[config.mk]
export PLATFORM = sky130hd
export DESIGN_NAME = base64_stream_encoder_unit
export DESIGN_NICKNAME = d
export VERILOG_FILES = /design/src/b64e_pkg.sv /design/src/base64_stream_encoder_unit.sv /design/src/b64e_front.sv /design/src/b64e_queue.sv /design/src/b64e_back.sv
export SDC_FILE = /design/constraint.sdc
export NUM_CORES = 1
export LEC_CHECK = 0
export CAP_MARGIN = 20
export CORE_UTILIZATION = 47
export DETAILED_ROUTE_END_ITERATION = 12
export DONT_BUFFER_PORTS = 1
export HOLD_SLACK_MARGIN = 0.06
export MAX_ROUTING_LAYER = met4
export PLACE_DENSITY = 0.66
export SLEW_MARGIN = 20
export SYNTH_ARGS = -nofsm -noshare
export SYNTH_HDL_FRONTEND = slang
export SYNTH_SLANG_ARGS = --single-unit
[constraint.sdc]
create_clock -name clock -period 3.87 [get_ports clock]
set_input_delay 0.5805 -clock clock [delete_from_list [all_inputs] [get_ports clock]]
set_output_delay 0.5805 -clock clock [all_outputs]
set_load 0.03 [all_outputs]
[src/b64e_pkg.sv]
package b64e_pkg;

   // Characters that are not part of the base64 alphabet.
   localparam logic [7:0] CHAR_NEWLINE = 8'h0A;
   localparam logic [7:0] CHAR_PAD     = 8'h3D;

   // Positions of the character sequencer in the back end.
   // The newline goes first; the four symbols follow it.
   localparam logic [2:0] STEP_NEWLINE = 3'd0;
   localparam logic [2:0] STEP_FIRST   = 3'd1;
   localparam logic [2:0] STEP_SECOND  = 3'd2;
   localparam logic [2:0] STEP_THIRD   = 3'd3;
   localparam logic [2:0] STEP_LAST    = 3'd4;

   // Number of jobs that the queue between front and back can hold.
   // This must be a power of two.
   localparam int unsigned QUEUE_DEPTH = 2;

   // One group of up to three bytes, with the first byte in the top bits.
   // Missing bytes of a short group are zero.
   typedef struct packed {
      logic [23:0] group_bytes;
      logic [1:0]  byte_count;
      logic        newline;
      logic        last;
   } job_type;

   function automatic logic [7:0] b64_symbol(input logic [5:0] value);
      logic [7:0] result;
      begin
         if (value < 6'd26) begin
            result = 8'h41 + {2'b00, value};
         end else if (value < 6'd52) begin
            result = 8'h61 + {2'b00, value - 6'd26};
         end else if (value < 6'd62) begin
            result = 8'h30 + {2'b00, value - 6'd52};
         end else if (value == 6'd62) begin
            result = 8'h2B;
         end else begin
            result = 8'h2F;
         end
         return result;
      end
   endfunction

endpackage

[src/base64_stream_encoder_unit.sv]
// Base64 encoder for a byte stream. Each req beat carries one message byte
// in req_tdata, with req_tlast on the final byte; each rsp beat carries one
// ASCII character, with rsp_tlast on the final character of the message.
// Every three bytes give four symbols, and a newline goes out ahead of a full
// group once GROUPS_PER_LINE groups are on the current line; a short tail is
// padded with '=' and is never preceded by a newline. A message must hold at
// least one byte. The front end takes one byte per cycle while its two-job
// queue has room; the back end sends one character per cycle from its single
// character output register while the receiver is ready. The last byte of a
// group passes through the queue and the job register before the first
// character of that group is registered for output.
module base64_stream_encoder_unit #(
   parameter int unsigned GROUPS_PER_LINE = 19
) (
   input  logic       clock,
   input  logic       reset,
   input  logic       req_tvalid,
   output logic       req_tready,
   input  logic [7:0] req_tdata,   // [7:0] data_byte
   input  logic       req_tlast,
   output logic       rsp_tvalid,
   input  logic       rsp_tready,
   output logic [7:0] rsp_tdata,   // [7:0] out_char
   output logic       rsp_tlast
);

   b64e_pkg::job_type push_job;
   b64e_pkg::job_type pop_job;
   logic              push;
   logic              queue_full;
   logic              pop;
   logic              pop_valid;

   b64e_front #(
      .GROUPS_PER_LINE(GROUPS_PER_LINE)
   ) u_front (
      .clock      (clock),
      .reset      (reset),
      .req_tvalid (req_tvalid),
      .req_tready (req_tready),
      .req_tdata  (req_tdata),
      .req_tlast  (req_tlast),
      .queue_full (queue_full),
      .push       (push),
      .push_job   (push_job)
   );

   b64e_queue u_queue (
      .clock     (clock),
      .reset     (reset),
      .push      (push),
      .push_job  (push_job),
      .full      (queue_full),
      .pop       (pop),
      .pop_valid (pop_valid),
      .pop_job   (pop_job)
   );

   b64e_back u_back (
      .clock      (clock),
      .reset      (reset),
      .job_valid  (pop_valid),
      .job        (pop_job),
      .job_pop    (pop),
      .rsp_tvalid (rsp_tvalid),
      .rsp_tready (rsp_tready),
      .rsp_tdata  (rsp_tdata),
      .rsp_tlast  (rsp_tlast)
   );

endmodule

[src/b64e_front.sv]
module b64e_front #(
   parameter int unsigned GROUPS_PER_LINE = 19
) (
   input  logic             clock,
   input  logic             reset,
   input  logic             req_tvalid,
   output logic             req_tready,
   input  logic [7:0]       req_tdata,
   input  logic             req_tlast,
   input  logic             queue_full,
   output logic             push,
   output b64e_pkg::job_type push_job
);

   localparam int unsigned LineCntW = $clog2(GROUPS_PER_LINE + 1);

   logic [7:0]          held0_ff, held0_in;
   logic [7:0]          held1_ff, held1_in;
   logic [1:0]          phase_ff, phase_in;
   logic [LineCntW-1:0] groups_ff, groups_in;

   logic accept;
   logic full_group;
   logic line_full;

   assign req_tready = !queue_full;
   assign accept     = req_tvalid && req_tready;
   assign full_group = (phase_ff == 2'd2);
   assign line_full  = (groups_ff >= LineCntW'(GROUPS_PER_LINE));
   assign push       = accept && (full_group || req_tlast);

   always_comb begin
      push_job.last    = req_tlast;
      push_job.newline = full_group && line_full;
      if (full_group) begin
         push_job.group_bytes = {held0_ff, held1_ff, req_tdata};
         push_job.byte_count  = 2'd3;
      end else if (phase_ff == 2'd1) begin
         push_job.group_bytes = {held0_ff, req_tdata, 8'h00};
         push_job.byte_count  = 2'd2;
      end else begin
         push_job.group_bytes = {req_tdata, 16'h0000};
         push_job.byte_count  = 2'd1;
      end
   end

   always_comb begin
      held0_in  = held0_ff;
      held1_in  = held1_ff;
      phase_in  = phase_ff;
      groups_in = groups_ff;
      if (accept) begin
         if (req_tlast) begin
            phase_in  = 2'd0;
            groups_in = '0;
         end else if (full_group) begin
            phase_in  = 2'd0;
            groups_in = line_full ? LineCntW'(1) : groups_ff + LineCntW'(1);
         end else begin
            if (phase_ff[0]) begin
               held1_in = req_tdata;
            end else begin
               held0_in = req_tdata;
            end
            phase_in = phase_ff + 2'd1;
         end
      end
   end

   always_ff @(posedge clock) begin
      held0_ff <= held0_in;
      held1_ff <= held1_in;
      if (reset) begin
         phase_ff  <= 2'd0;
         groups_ff <= '0;
      end else begin
         phase_ff  <= phase_in;
         groups_ff <= groups_in;
      end
   end

   phase_range_a: assert property (@(posedge clock) disable iff (reset)
      phase_ff != 2'd3)
      else $error("front holds more than two bytes");

   newline_only_full_a: assert property (@(posedge clock) disable iff (reset)
      (push && push_job.newline) |-> (push_job.byte_count == 2'd3))
      else $error("newline requested ahead of a tail");

   line_count_a: assert property (@(posedge clock) disable iff (reset)
      groups_ff <= LineCntW'(GROUPS_PER_LINE))
      else $error("line group count overran");

endmodule

[src/b64e_queue.sv]
module b64e_queue (
   input  logic             clock,
   input  logic             reset,
   input  logic             push,
   input  b64e_pkg::job_type push_job,
   output logic             full,
   input  logic             pop,
   output logic             pop_valid,
   output b64e_pkg::job_type pop_job
);

   localparam int unsigned Depth = b64e_pkg::QUEUE_DEPTH;
   localparam int unsigned PtrW  = (Depth > 1) ? $clog2(Depth) : 1;
   localparam int unsigned CntW  = $clog2(Depth + 1);

   b64e_pkg::job_type entries_ff [Depth];

   logic [PtrW-1:0] wr_ptr_ff, wr_ptr_in;
   logic [PtrW-1:0] rd_ptr_ff, rd_ptr_in;
   logic [CntW-1:0] count_ff, count_in;

   logic do_push;
   logic do_pop;

   assign full      = (count_ff == CntW'(Depth));
   assign pop_valid = (count_ff != '0);
   assign pop_job   = entries_ff[rd_ptr_ff];
   assign do_push   = push && !full;
   assign do_pop    = pop && pop_valid;

   always_comb begin
      wr_ptr_in = do_push ? wr_ptr_ff + PtrW'(1) : wr_ptr_ff;
      rd_ptr_in = do_pop  ? rd_ptr_ff + PtrW'(1) : rd_ptr_ff;
      count_in  = count_ff;
      if (do_push && !do_pop) begin
         count_in = count_ff + CntW'(1);
      end else if (do_pop && !do_push) begin
         count_in = count_ff - CntW'(1);
      end
   end

   always_ff @(posedge clock) begin
      if (do_push) begin
         entries_ff[wr_ptr_ff] <= push_job;
      end
      if (reset) begin
         wr_ptr_ff <= '0;
         rd_ptr_ff <= '0;
         count_ff  <= '0;
      end else begin
         wr_ptr_ff <= wr_ptr_in;
         rd_ptr_ff <= rd_ptr_in;
         count_ff  <= count_in;
      end
   end

endmodule

[src/b64e_back.sv]
module b64e_back (
   input  logic             clock,
   input  logic             reset,
   input  logic             job_valid,
   input  b64e_pkg::job_type job,
   output logic             job_pop,
   output logic             rsp_tvalid,
   input  logic             rsp_tready,
   output logic [7:0]       rsp_tdata,
   output logic             rsp_tlast
);

   b64e_pkg::job_type job_ff, job_in;
   logic              active_ff, active_in;
   logic [2:0]        step_ff, step_in;
   logic              valid_ff, valid_in;
   logic [7:0]        char_ff, char_in;
   logic              last_ff, last_in;

   logic       advance;
   logic       emit;
   logic       finish;
   logic [5:0] sextet;
   logic [7:0] cur_char;

   assign advance = !valid_ff || rsp_tready;
   assign emit    = advance && active_ff;
   assign finish  = emit && (step_ff == b64e_pkg::STEP_LAST);
   assign job_pop = job_valid && (!active_ff || finish);

   always_comb begin
      case (step_ff)
         b64e_pkg::STEP_FIRST:  sextet = job_ff.group_bytes[23:18];
         b64e_pkg::STEP_SECOND: sextet = job_ff.group_bytes[17:12];
         b64e_pkg::STEP_THIRD:  sextet = job_ff.group_bytes[11:6];
         default:               sextet = job_ff.group_bytes[5:0];
      endcase
      // Symbol positions beyond the bytes present are padding.
      if (step_ff == b64e_pkg::STEP_NEWLINE) begin
         cur_char = b64e_pkg::CHAR_NEWLINE;
      end else if (step_ff > ({1'b0, job_ff.byte_count} + 3'd1)) begin
         cur_char = b64e_pkg::CHAR_PAD;
      end else begin
         cur_char = b64e_pkg::b64_symbol(sextet);
      end
   end

   always_comb begin
      job_in    = job_ff;
      active_in = active_ff;
      step_in   = step_ff;
      valid_in  = valid_ff;
      char_in   = char_ff;
      last_in   = last_ff;
      if (advance) begin
         valid_in = active_ff;
         char_in  = cur_char;
         last_in  = job_ff.last && (step_ff == b64e_pkg::STEP_LAST);
      end
      if (job_pop) begin
         job_in    = job;
         active_in = 1'b1;
         step_in   = job.newline ? b64e_pkg::STEP_NEWLINE : b64e_pkg::STEP_FIRST;
      end else if (finish) begin
         active_in = 1'b0;
      end else if (emit) begin
         step_in = step_ff + 3'd1;
      end
   end

   always_ff @(posedge clock) begin
      job_ff  <= job_in;
      step_ff <= step_in;
      char_ff <= char_in;
      last_ff <= last_in;
      if (reset) begin
         active_ff <= 1'b0;
         valid_ff  <= 1'b0;
      end else begin
         active_ff <= active_in;
         valid_ff  <= valid_in;
      end
   end

   assign rsp_tvalid = valid_ff;
   assign rsp_tdata  = char_ff;
   assign rsp_tlast  = last_ff;

   step_range_a: assert property (@(posedge clock) disable iff (reset)
      active_ff |-> (step_ff <= b64e_pkg::STEP_LAST))
      else $error("character step out of range");

   newline_step_a: assert property (@(posedge clock) disable iff (reset)
      (active_ff && step_ff == b64e_pkg::STEP_NEWLINE) |-> job_ff.newline)
      else $error("newline step on a job without newline");

   last_char_a: assert property (@(posedge clock) disable iff (reset)
      (emit && job_ff.last && step_ff == b64e_pkg::STEP_LAST) |=> (valid_ff && last_ff))
      else $error("final character of a message not marked");

endmodule

# --- Yosys cells after proc, flatten, opt, wreduce, memory -nomap -nowiden ---
# Memory sizes are Yosys's and may differ from the RTL's. A register that Yosys moved wholly into a read port is not among the register bits.
# Cells that the tools add are included.
word_totals:
  ramBits: 56
  regBits: 68
  output_inout_bits: 11
  elab_cells: 102
  memories: 1
  input_bits: 13
op_classes:
  n_addsub: 13
  order_cmp: 5
  mux: 25
  n_reduce_logical: 30
  n_bitwise: 3
  n_eq_ne: 9
mem_list:
  columns: ["name", "depth", "word_bits", "read_ports", "rd_ports_with_merged_regs", "write_ports", "line_no", "source"]
  rows:
  - ["u_queue.entries_ff", 2, 28, 1, 1, 1, "b64e_queue.sv:16", "b64e_pkg::job_type entries_ff [Depth];"]
op_table:
  columns: ["cell", "n"]
  rows:
  - ["26-bit 2-to-1 mux", 2]
  - ["8-bit 2-to-1 mux", 3]
  - ["6-bit one-hot mux with 3 select lines", 1]
  - ["7-bit by 6-bit adder with 8-bit output (first input constant)", 2]
  - ["5-bit 2-to-1 mux", 3]
  - ["6-bit less-than comparator (second input constant)", 2]
  - ["3-bit 2-to-1 mux", 4]
  - ["1-bit logical AND", 11]
  - ["2-bit nonzero test", 5]
  - ["2-bit 2-to-1 mux", 4]
  - ["4-bit AND reduction", 2]
  - ["6-bit by 6-bit adder with 7-bit output (first input constant)", 1]
  - ["1-bit 2-to-1 mux", 7]
  - ["3-bit by 2-bit equality test with 1-bit output (second input constant)", 2]
  - ["6-bit equality test (second input constant)", 1]
  - ["6-bit by 5-bit less-than comparator with 1-bit output (second input constant)", 1]
  - ["6-bit 2-to-1 mux", 1]
  - ["6-bit by 5-bit subtractor with 6-bit output (second input constant)", 1]
  - ["6-bit subtractor (second input constant)", 1]
  - ["5-bit by 1-bit adder with 5-bit output (second input constant)", 1]
  - ["5-bit >= comparator (second input constant)", 1]
  - ["1-bit logical NOT", 5]
  - ["2-bit by 1-bit adder with 2-bit output (second input constant)", 2]
  - ["2-bit equality test (second input constant)", 2]
  - ["other kinds (14)", 20]

# --- Logic depth before layout (Yosys ltp) ---
# Gate-level depths: netlist of the first run.
depth:
  word_depth: 10
  depth_mapped: 14
  mapped_depth_nobuf: 13

# --- Cells and area by module ---
# A second synthesis of the first run with hierarchy kept.
hier_totals:
  cells_unflattened: 429
  hier_area_um2: 5869.4
modules_own_cells:
  columns: ["mod", "area_each_um2", "cells_per_inst", "n_inst"]
  rows:
  - ["b64e_back", 2397.3, 198, 1]
  - ["b64e_queue", 2237.1, 112, 1]
  - ["b64e_front", 1234.9, 119, 1]

# --- Least setup slack after synthesis of the first run ---
# Ideal clock, no wire load.
synth_path:
  path_type: "register to register"
  from: "reg u_back.step_ff[0]"
  to: "reg u_back.char_ff[4], in the netlist u_back.rsp_tdata[4] (data pin)"
  slack_ns: 0.635
  required_time_ns: 3.614
  path_stages_with_launch: 15
  setup_ns: 0.256
  arrival_time_ns: 2.979
  path_cell_list: "edfxtp_1 > ha_1 > ha_1 > clkbuf_1 > and2_1 > a221o_1 > mux2_4 > inv_1 > ha_1 > inv_1 > a211oi_2 > a211oi_2 > nor2_1 > o211ai_1 > a22o_1"
synth_via:
  elab_chain_len: 8
  word_cells_on_any_way: 18
  cone_classes: "add/sub (5); order compare (4); eq/ne (3); mux (5); reduce/logical (1)"
synth_lines:
  columns: ["element", "line_no", "source"]
  rows:
  - ["start: declaration", "b64e_back.sv:15", "logic [2:0] step_ff, step_in;"]
  - ["start signal: assignment", "b64e_back.sv:73", "step_ff <= step_in;"]
  - ["3-bit by 2-bit equality test with 1-bit output or 3-bit by 1-bit equality test with 1-bit output (tied branches)", "b64e_back.sv:32", "case (step_ff)"]
  - ["6-bit one-hot mux with 3 select lines", "b64e_back.sv:32", null]
  - ["6-bit subtractor", "b64e_pkg.sv:36", "result = 8'h30 + {2'b00, value - 6'd52};"]
  - ["6-bit by 6-bit adder with 7-bit output", "b64e_pkg.sv:36", null]
  - ["8-bit 2-to-1 mux", "b64e_pkg.sv:35", "end else if (value < 6'd62) begin"]
  - ["8-bit 2-to-1 mux", "b64e_pkg.sv:33", "end else if (value < 6'd52) begin"]
  - ["8-bit 2-to-1 mux", "b64e_pkg.sv:31", "if (value < 6'd26) begin"]
  - ["6-bit 2-to-1 mux", "b64e_back.sv:41", "end else if (step_ff > ({1'b0, job_ff.byte_count} + 3'd1)) begin"]
  - ["end signal: assignment", "b64e_back.sv:74", "char_ff <= char_in;"]
  - ["end: declaration", "b64e_back.sv:17", "logic [7:0] char_ff, char_in;"]
# Several ways; a longest one is shown, not always the timed one.
# A chain may end at the register's enable or synchronous reset.

# --- Final worst setup path of the first run ---
# Ends and elaborated chain as after synthesis.

==> qor.yml, run 1 <==
cts:
  cts_buffers: 17
  hold_buffers: 0
  cts_setup_buffers: 0
  worstSkewPairLatency_ps: 420
  cts_resized: 0
  cts_max_path_buffers: 2
  tritoncts: "done"
  clock_sinks: 125
  clockRootBuffer: "clkbuf_16"
  htreeDepth: 4
  path_clk_slew_ps: 50
layout:
  diodes: 0
  layout_commonest_cell: "edfxtp_1"
  areaGrowthSynthToFinish_pct: 14.7
  drive_above_1_share: 0.204
  mostFrequentLayoutCells: "edfxtp_1 (111), mux2_2 (36), ha_1 (24)"
  final_nets: 442
global_routing:
  grt-ovfl-total: 0
  antenna_found_initial: 0
  track_usage: 0.175
  grt_pass1_wl_um: 15700
  grt_max_degree: 29
  grt_pass1_vias: 3049
power:
  p_comb_frac: 0.390
  intPower_w: 0.00402
  switching_share: 0.348
  power_w: 0.00617
  peakVddDrop_uv: 459
  p_switching_w: 0.00214
  pwr-share-clk: 0.269
  seqPwrFrac: 0.341
  p_per_area_nw_per_um2: 962
  power_leakage_nw: 2.28
die:
  die-area_um2: 12300
  die_width_um: 111
  io_pins: 24
  rows: 39
  dieHeight_um: 111
  core_area_um2: 11500
  initial_core_util: 0.485
logic_synthesis:
  avgSynthCellArea_um2: 14.4
  synth_seq_area_share: 0.647
  synth_edf_count: 111
  synth_area_um2: 5590
  async_flop_share: 0
  ys_types: 56
  yosys.area.top_type: "edfxtp_1"
  synth_top_flop_cell: "edfxtp_1"
  synth_cells: 389
  syn_nets: 426
  ys_warn_count: 0
  synth.area.top_cells: "edfxtp_1 (60%), mux2_2 (7.3%), ha_1 (5.4%)"
  yosysTopAreaCellShare: 0.597
  synth_seq_cells: 125
setup_path:
  start_kind: "flop"
  cp_slowest_cell: "edfxtp_1"
  cp_max_fo: 11
  cp_top_family: "compound AO/OA/AOI/OAI gates"
  cp.arrival_ps: 3680
  critPathMaxStageDelay_ps: 430
  crit_type: "reg2reg"
  crit_top_cell: "ha_1"
  cp_cell_sequence: "ha_1 -> ha_1 -> and2_1 -> a221o_1 -> mux2_4 -> inv_1 -> ha_1 -> inv_1 -> a211oi_2 -> a211oi_2 -> nor2_1 -> o211ai_1 -> a22o_1"
  startpoint: "u_back.step_ff[0]$_DFFE_PP_"
  cp-end-kind: "flop"
  critPathBufInv: 2
  r2r_start: "u_back.step_ff[0]$_DFFE_PP_"
  crit_required_ps: 4030
place:
  place_hpwl_um: 6490
  place.port_buffers: 0
  gp_congestion: 0.854
sta:
  worst_slew_pin_slew_ps: 994
  setup_violations: 0
  fin_crit_sh: 0.908
  slew_viol_final: 0
  relSlewSlack: 0.337
  final.setup.tns_ps: 0
  hold_viol: 0
  grt_setup_unrepaired: "false"
  max_freq_mhz: 285
  min_period_ps: 3510
  fin_skew_ps: 19.5
detailed_routing:
  drc: 6
  wl_um: 9510
  drtIter0Drc: 259
  via_per_inst: 5.47
  routedWlPerCell_um: 17.0
  ant_nets: 0
  drtPass1Iterations: 9
  vias: 3056
outcome:
  status: "finished, violations left"
  violations: "design-rule violations"
min_path:
  hold_path_class: "in2reg"
  holdCritStartpoint: "reset"
run:
  cap_violations: 0
==> cell usage after synthesis, drive strengths merged (2+ instances only) <==
cell	count
nor4	2
o211ai	2
a311oi	2
a22o	9
nor2	24
o221ai	2
or2	5
edfxtp	111
nand2	16
nor3b	3
xnor2	11
and2	15
o21ba	3
o21ai	11
ha	24
inv	19
nor2b	6
a221o	5
mux2	37
nand3	4
nor3	7
xor2	5
clkbuf	9
a211oi	4
a21oi	15
mux2i	2
dfxtp	14
o21a	4
==> layer usage <==
layer,wire (um),share of wire,track usage
met1,4580,0.48,0.215
met2,4510,0.47,0.268
met5,0,0,-
met4,116,0.012,0.0667
met3,302,0.032,0.0601
==> power by group through the flow <==
stage	logic [W]	clock network, W	registers [W]
2_1_floorplan	0.00186	0	0.00209
3_3_place_gp	0.00244	0	0.00213
3_5_place_dp	0.00240	0	0.00213
4_1_cts	0.00243	0.00170	0.00211
5_1_grt	0.00267	0.00175	0.00213
6_report	0.00240	0.00166	0.00210
==> through the flow <==
stage                      util  hold WS (ps)  worst slack [ps]  cell area, um^2  std cells
after CTS                 0.556           212               374             6410        559
final                     0.556           230               356             6410        559
after detailed placement  0.502           490               400             5780        529
after global routing      0.556           211               194             6410        559
after floorplan               -           456               635             5590        389
after global placement    0.502           473               471             5780        529
==> cells by family after synthesis <==
| kind of cell | count (synthesis) | share of synthesized area |
|---|---|---|
| compound gates | 67 | 0.0921 |
| simple gates | 89 | 0.0815 |
| buf+inv | 29 | 0.0206 |
| xor+xnor | 16 | 0.0264 |
| mux | 39 | 0.0788 |
| flops | 125 | 0.647 |
| fa+ha+maj | 24 | 0.0538 |
==> cell type report <==
class | count | area [um^2]
clock buffer | 17 | 425
clock inverter | 13 | 199
fill | 904 | 5110
inverter | 19 | 76.3
multi-input combinational | 235 | 1860
sequential | 125 | 3610
tap | 143 | 179
timing repair buffer | 7 | 52.6
==> worst paths after layout <==
path                                            end  slack, ps  cells after the start
setup / recovery  u_back.rsp_tdata[4]$_SDFFCE_PP0P_        360                     13
hold / removal        u_back.active_ff$_SDFFE_PP0P_        230                      1
setup reg to reg  u_back.rsp_tdata[4]$_SDFFCE_PP0P_        360                     13
hold reg to reg      u_queue.rd_ptr_ff$_SDFFE_PP0P_        510                      2
==> registers in the layout, summed over array words and instances, names as in the netlist, 2 cells and up, named ones only <==
signal              flops
u_front.held1_ff        8
u_front.groups_ff       5
u_queue.count_ff        2
u_back.job_ff          27
u_front.held0_ff        8
u_back.step_ff          3
u_queue.entries_ff     56
u_back.rsp_tdata        8
u_front.phase_ff        2
(Power assumes the default switching activity.)
==> run 2, diff against run 1 <==
--- a/config.mk
+++ b/config.mk
@@ -7,2 +7,3 @@
 export LEC_CHECK = 0
+export ABC_AREA = 1
 export CAP_MARGIN = 20
==> constraint.sdc (replaced) <==
create_clock -name clock -period 3.87 [get_ports clock]
set_input_delay 0.774 -clock clock [delete_from_list [all_inputs] [get_ports clock]]
set_output_delay 0.774 -clock clock [all_outputs]
set_load 0.03 [all_outputs]
==> run 2 against run 1 <==
Net effect: the flow now finishes without violations; via count increased by 10%; sequential share of layout area shrank 1.5 points; non-clock buffer count is 1 lower; critical path depth rose by 1; die area up 3.5%; utilization is 0.87 points lower; cell area increased by 2.7%; clock skew down 8.4 ps; synthesized cell count rose by 24%; sequential power grew 3%; clock power decreased by 4%; area after synthesis is 3.6% higher; critical endpoint is now u_back.rsp_tdata[5]$_SDFFCE_PP0P_.
==> qor.yml, run 2 <==
cts:
  worstSkewPairLatency_ps: 410
  clockRootBuffer: "clkbuf_16"
  cts_resized: 0
  htreeDepth: 4
  tritoncts: "done"
  hold_buffers: 0
  cts_setup_buffers: 0
  clock_sinks: 125
  cts_buffers: 17
  path_clk_slew_ps: 60
  cts_max_path_buffers: 2
place:
  dpl_worst_slack_ps: 1150
  gp_congestion: 0.870
  place_hpwl_um: 6710
  place.port_buffers: 0
  dp.cells: 626
layout:
  multi_input_area_um2: 1870
  drive_above_1_share: 0.186
  largestRegisters: "u_queue.entries_ff (56), u_back.job_ff (27)"
  final_cells: 658
  final_nets: 535
  seq_area_um2: 3610
  largest_reg_flops: 56
  mostFrequentLayoutCells: "edfxtp_1 (111), nand2_1 (70), inv_1 (61)"
  fill_cells: 980
  diodes: 0
  areaGrowthSynthToFinish_pct: 13.7
  layout_commonest_cell: "edfxtp_1"
  regMostFlops: "u_queue.entries_ff"
  post-route-util: 0.548
min_path:
  holdCritStartpoint: "reset"
  worstHoldEndpoint: "u_front.groups_ff[0]$_SDFFE_PP0P_"
  hold_path_class: "in2reg"
  min_path_cells: 1
power:
  seqPwrFrac: 0.339
  p_switching_w: 0.00242
  peakVddDrop_uv: 344
  power_leakage_nw: 2.60
  switching_share: 0.379
  intPower_w: 0.00396
  p_per_area_nw_per_um2: 970
  p_comb_frac: 0.411
  pwr-share-clk: 0.249
sta:
  grt_setup_unrepaired: "false"
  fin_crit_sh: 0.707
  worst_slew_pin_slew_ps: 627
  setup_ws_ps: 1130
  min_period_ps: 2740
  final.setup.tns_ps: 0
  hold_viol: 0
  fin_skew_ps: 11.1
  setup_violations: 0
  relSlewSlack: 0.582
  max_freq_mhz: 365
  slew_viol_final: 0
  hold_slack_ps: 434
setup_path:
  crit_required_ps: 4030
  cp_max_fo: 10
  cp.arrival_ps: 2900
  worst-r2r-setup-slack_ps: 1130
  crit_type: "reg2reg"
  cp-end-kind: "flop"
  r2r_end: "u_back.rsp_tdata[5]$_SDFFCE_PP0P_"
  r2r_start: "u_back.step_ff[0]$_DFFE_PP_"
  start_kind: "flop"
  reg2reg_depth: 14
die:
  die-area_um2: 12800
  initial_core_util: 0.482
  dieHeight_um: 113
  core_area_um2: 12000
  die_width_um: 113
  rows: 40
  io_pins: 24
logic_synthesis:
  synth_common_cells: "edfxtp_1 (111), nand2_1 (70), inv_1 (61), nor2_1 (33), mux2_2 (28)"
  ys_types: 41
  synth.area.top_cells: "edfxtp_1 (58%), mux2_2 (5.4%), ha_1 (5.2%)"
  syn_nets: 518
  async_flop_share: 0
  synth_edf_count: 111
  synth_top_flop_cell: "edfxtp_1"
  ys_warn_count: 0
  avgSynthCellArea_um2: 12.0
  yosysMostFrequentCell: "edfxtp_1"
  yosys.area.top_type: "edfxtp_1"
  synth_seq_area_share: 0.624
  synth_area_um2: 5790
  synth_cells: 481
  synth_seq_cells: 125
  yosysTopAreaCellShare: 0.576
global_routing:
  met2_usage: 0.275
  grt_use_met3: 0.0605
  grt_max_degree: 35
  antenna_found_initial: 0
  grt_pass1_vias: 3395
  top_usage_layer: "met2"
  gr-usage-met1: 0.196
  grt-ovfl-total: 0
  track_usage: 0.171
  grt_pass1_wl_um: 16000
detailed_routing:
  ant_nets: 0
  drtIter0Drc: 212
  vias: 3367
  wl_um: 9590
  drc: 0
  via_per_inst: 5.12
  drtPass1Iterations: 4
  routedWlPerCell_um: 14.6
outcome:
  status: "finished clean"
run:
  cap_violations: 0
==> run 2: area by class of cell <==
type | count | area share
Sequential cell | 125 | 0.549
Clock inverter | 15 | 0.0270
Multi-Input combinational cell | 279 | 0.284
Timing Repair Buffer | 6 | 0.00685
Clock buffer | 17 | 0.0647
Tap cell | 147 | 0.0280
Inverter | 69 | 0.0401
==> run 2: metal layers <==
| layer | vias up | share of wire |
|---|---|---|
| li1 | 1692 | - |
| met1 | 1598 | 0.45 |
| met2 | 66 | 0.50 |
| met3 | 11 | 0.033 |
| met4 | 0 | 0.013 |
| met5 | - | 0 |
==> run 2: logic make-up after synthesis <==
logic type,count (synthesis),synth area share
buf+inv,77,0.0536
compound gates,53,0.0508
simple gates,164,0.149
mux,29,0.0562
xor+xnor,9,0.0136
flops,125,0.624
fa+ha+maj,24,0.0519
==> run 2: stage by stage <==
stage / area [um^2] / total power, W
2_1_floorplan: 5790 / 0.00427
3_3_place_gp: 5970 / 0.00477
3_5_place_dp: 5970 / 0.00482
4_1_cts: 6580 / 0.00643
5_1_grt: 6580 / 0.00684
6_report: 6580 / 0.00638
==> run 2: worst max-delay path, cell delays in order (launching register included) <==
cell,delay (ps)
edfxtp_1,430
ha_1,230
ha_1,290
inv_2,190
nand4_4,130
nand2_4,150
inv_1,90
ha_1,260
xor2_1,180
ha_1,280
nand3_1,70
nand2_1,60
inv_1,40
nand2_1,50
a21oi_1,50
==> run 2: how the worst max path moves through the flow <==
stage / startpoint / endpoint / slack (ps) / depth (start not counted)
after floorplan: rsp_tready / u_queue.count_ff[1]$_SDFFE_PP0P_ / 740 / 10
after global placement: u_back.step_ff[0]$_DFFE_PP_ / u_back.rsp_tdata[5]$_SDFFCE_PP0P_ / 1210 / 14
after detailed placement: u_back.step_ff[1]$_SDFFCE_PP0P_ / u_back.rsp_tdata[5]$_SDFFCE_PP0P_ / 1150 / 14
after CTS: u_back.step_ff[0]$_DFFE_PP_ / u_back.rsp_tdata[5]$_SDFFCE_PP0P_ / 1130 / 14
after global routing: u_back.step_ff[2]$_SDFFCE_PP0P_ / u_back.rsp_tdata[5]$_SDFFCE_PP0P_ / 910 / 16
final: u_back.step_ff[0]$_DFFE_PP_ / u_back.rsp_tdata[5]$_SDFFCE_PP0P_ / 1130 / 14
==> run 2: power groups by stage <==
stage	Sequential [W]	Combinational (W)	Clock (W)
finish	0.00216	0.00263	0.00159
global route	0.00219	0.00297	0.00168
CTS	0.00217	0.00265	0.00162
detailed placement	0.00219	0.00262	0
global placement	0.00219	0.00258	0
floorplan	0.00216	0.00211	0
==> run 3, diff against run 2 <==
ABC_AREA = 0   (was 1)
clock period = 2.8 ns   (was 3.87 ns; I/O delays follow)
==> run 3 against run 2 <==
Net effect: the run now ends with design-rule violations, negative setup slack left; first-iteration DRC count shrank 28%; worst setup slack lost 1300 ps; final cell count shrank 6.8%; clock skew shrank 4.3 ps; cell area grew 6.1%; largest cell class unchanged; utilization grew 5.8 points.
==> qor.yml, run 3 (synthesized netlist as in run 1, its figures left out) <==
outcome:
  status: "finished, violations left"
  violations: "design-rule violations, negative setup slack"
sta:
  fin_crit_sh: 1.06
  slew_viol_final: 0
  max_freq_mhz: 339
  hold_viol: 0
  worst_slew_pin_slew_ps: 610
  setup_ws_ps: -154
  grt_setup_unrepaired: "true"
  relSlewSlack: 0.593
  fin_skew_ps: 6.83
  min_period_ps: 2950
  setup_violations: 7
global_routing:
  track_usage: 0.191
  grt_pass1_vias: 3324
  grt_pass1_wl_um: 17000
  grt-ovfl-total: 0
  grt_max_degree: 29
  antenna_found_initial: 0
layout:
  diodes: 0
  areaGrowthSynthToFinish_pct: 24.9
  drive_above_1_share: 0.353
  largestRegisters: "u_queue.entries_ff (56), u_back.job_ff (27)"
  regMostFlops: "u_queue.entries_ff"
  final_cell_area_um2: 6980
  final_nets: 494
  largest_reg_flops: 56
  fill_cells: 875
  mostFrequentLayoutCells: "edfxtp_1 (111), buf_4 (58), mux2_2 (36)"
  layout_commonest_cell: "edfxtp_1"
  final_cells: 613
setup_path:
  start_kind: "flop"
  cp.arrival_ps: 3120
  crit_required_ps: 2970
  cp-end-kind: "flop"
  cp_max_fo: 4
  crit_type: "reg2reg"
place:
  dp.cells: 577
  post_dp_cell_area_um2: 6200
  gp_congestion: 0.836
  place_hpwl_um: 7050
  place.port_buffers: 0
die:
  die-area_um2: 12300
  rows: 39
  die_width_um: 111
  initial_core_util: 0.485
  io_pins: 24
  dieHeight_um: 111
  core_area_um2: 11500
detailed_routing:
  via_per_inst: 5.32
  drtPass1Iterations: 8
  vias: 3260
  ant_nets: 0
  drtIter0Drc: 152
  drc: 4
  wl_um: 10400
  routedWlPerCell_um: 17.0
cts:
  hold_buffers: 0
  cts_buffers: 17
  cts_max_path_buffers: 2
  worstSkewPairLatency_ps: 410
  clockRootBuffer: "clkbuf_16"
  tritoncts: "done"
  clock_sinks: 125
  htreeDepth: 4
  path_clk_slew_ps: 50
min_path:
  hold_path_class: "in2reg"
run:
  cap_violations: 0
-- run 3: per-layer routing --
metal  wire length [um]  track usage  share of wire
met5                  0            -              0
met2               5250        0.307           0.50
met4                272       0.0982          0.026
met3                379       0.0519          0.036
met1               4520        0.222           0.43
-- run 3: what timing repair did --
| action | 4_1_cts | 5_1_grt |
|---|---|---|
| pin swaps | 13 | 3 |
| endpoints found under the setup margin | 8 | 8 |
| endpoints found under the hold margin | 0 | 0 |
| gates resized for setup | 18 | 9 |
| gates cloned | 0 | 0 |
| setup buffers | 3 | 1 |
-- run 3: path summary, 6_finish.rpt --
check,start,endpoint,slack (ps),cells after the start
worst max-delay path,u_back.step_ff[1]$_SDFFCE_PP0P_,u_back.rsp_tdata[5]$_SDFFCE_PP0P_,-150,14
worst min-delay path,reset,u_front.groups_ff[4]$_SDFFE_PP0P_,220,1
worst max register to register,u_back.step_ff[1]$_SDFFCE_PP0P_,u_back.rsp_tdata[5]$_SDFFCE_PP0P_,-150,14
worst min register to register,u_back.active_ff$_SDFFE_PP0P_,u_back.rsp_tvalid$_SDFFE_PP0P_,510,2
-- run 3: area by class of cell --
type,instances,area [um^2],area share
Timing Repair Buffer,59,447,0.0640
Clock inverter,14,174,0.0249
Sequential cell,125,3610,0.518
Inverter,19,78.8,0.0113
Multi-Input combinational cell,235,2060,0.295
Clock buffer,18,429,0.0615
Tap cell,143,179,0.0256
-- run 3: per-stage QoR --
step | hold slack [ps] | setup slack (ps) | setup TNS (ps) | utilization
after floorplan | 456 | -272 | -1080 | -
after global placement | 473 | -232 | -973 | 0.539
after detailed placement | 493 | -226 | -1260 | 0.539
after CTS | 199 | -161 | -576 | 0.601
after global routing | 201 | -234 | -1290 | 0.606
final | 217 | -154 | -625 | 0.606
-- run 3: worst max-delay path: stages, from the launching register on --
cell	delay [ps]
edfxtp_1	440
ha_2	230
ha_4	170
and2_4	140
a221o_1	250
mux2_4	290
inv_4	70
ha_4	120
inv_2	30
a211oi_4	150
buf_6	150
a21oi_4	40
xnor2_2	140
a311o_1	320
o21ba_1	160
Power of run 3 is left out: the tool's default activity adds up to more than one toggle a clock period on the data nets, which glitch-free logic cannot reach.
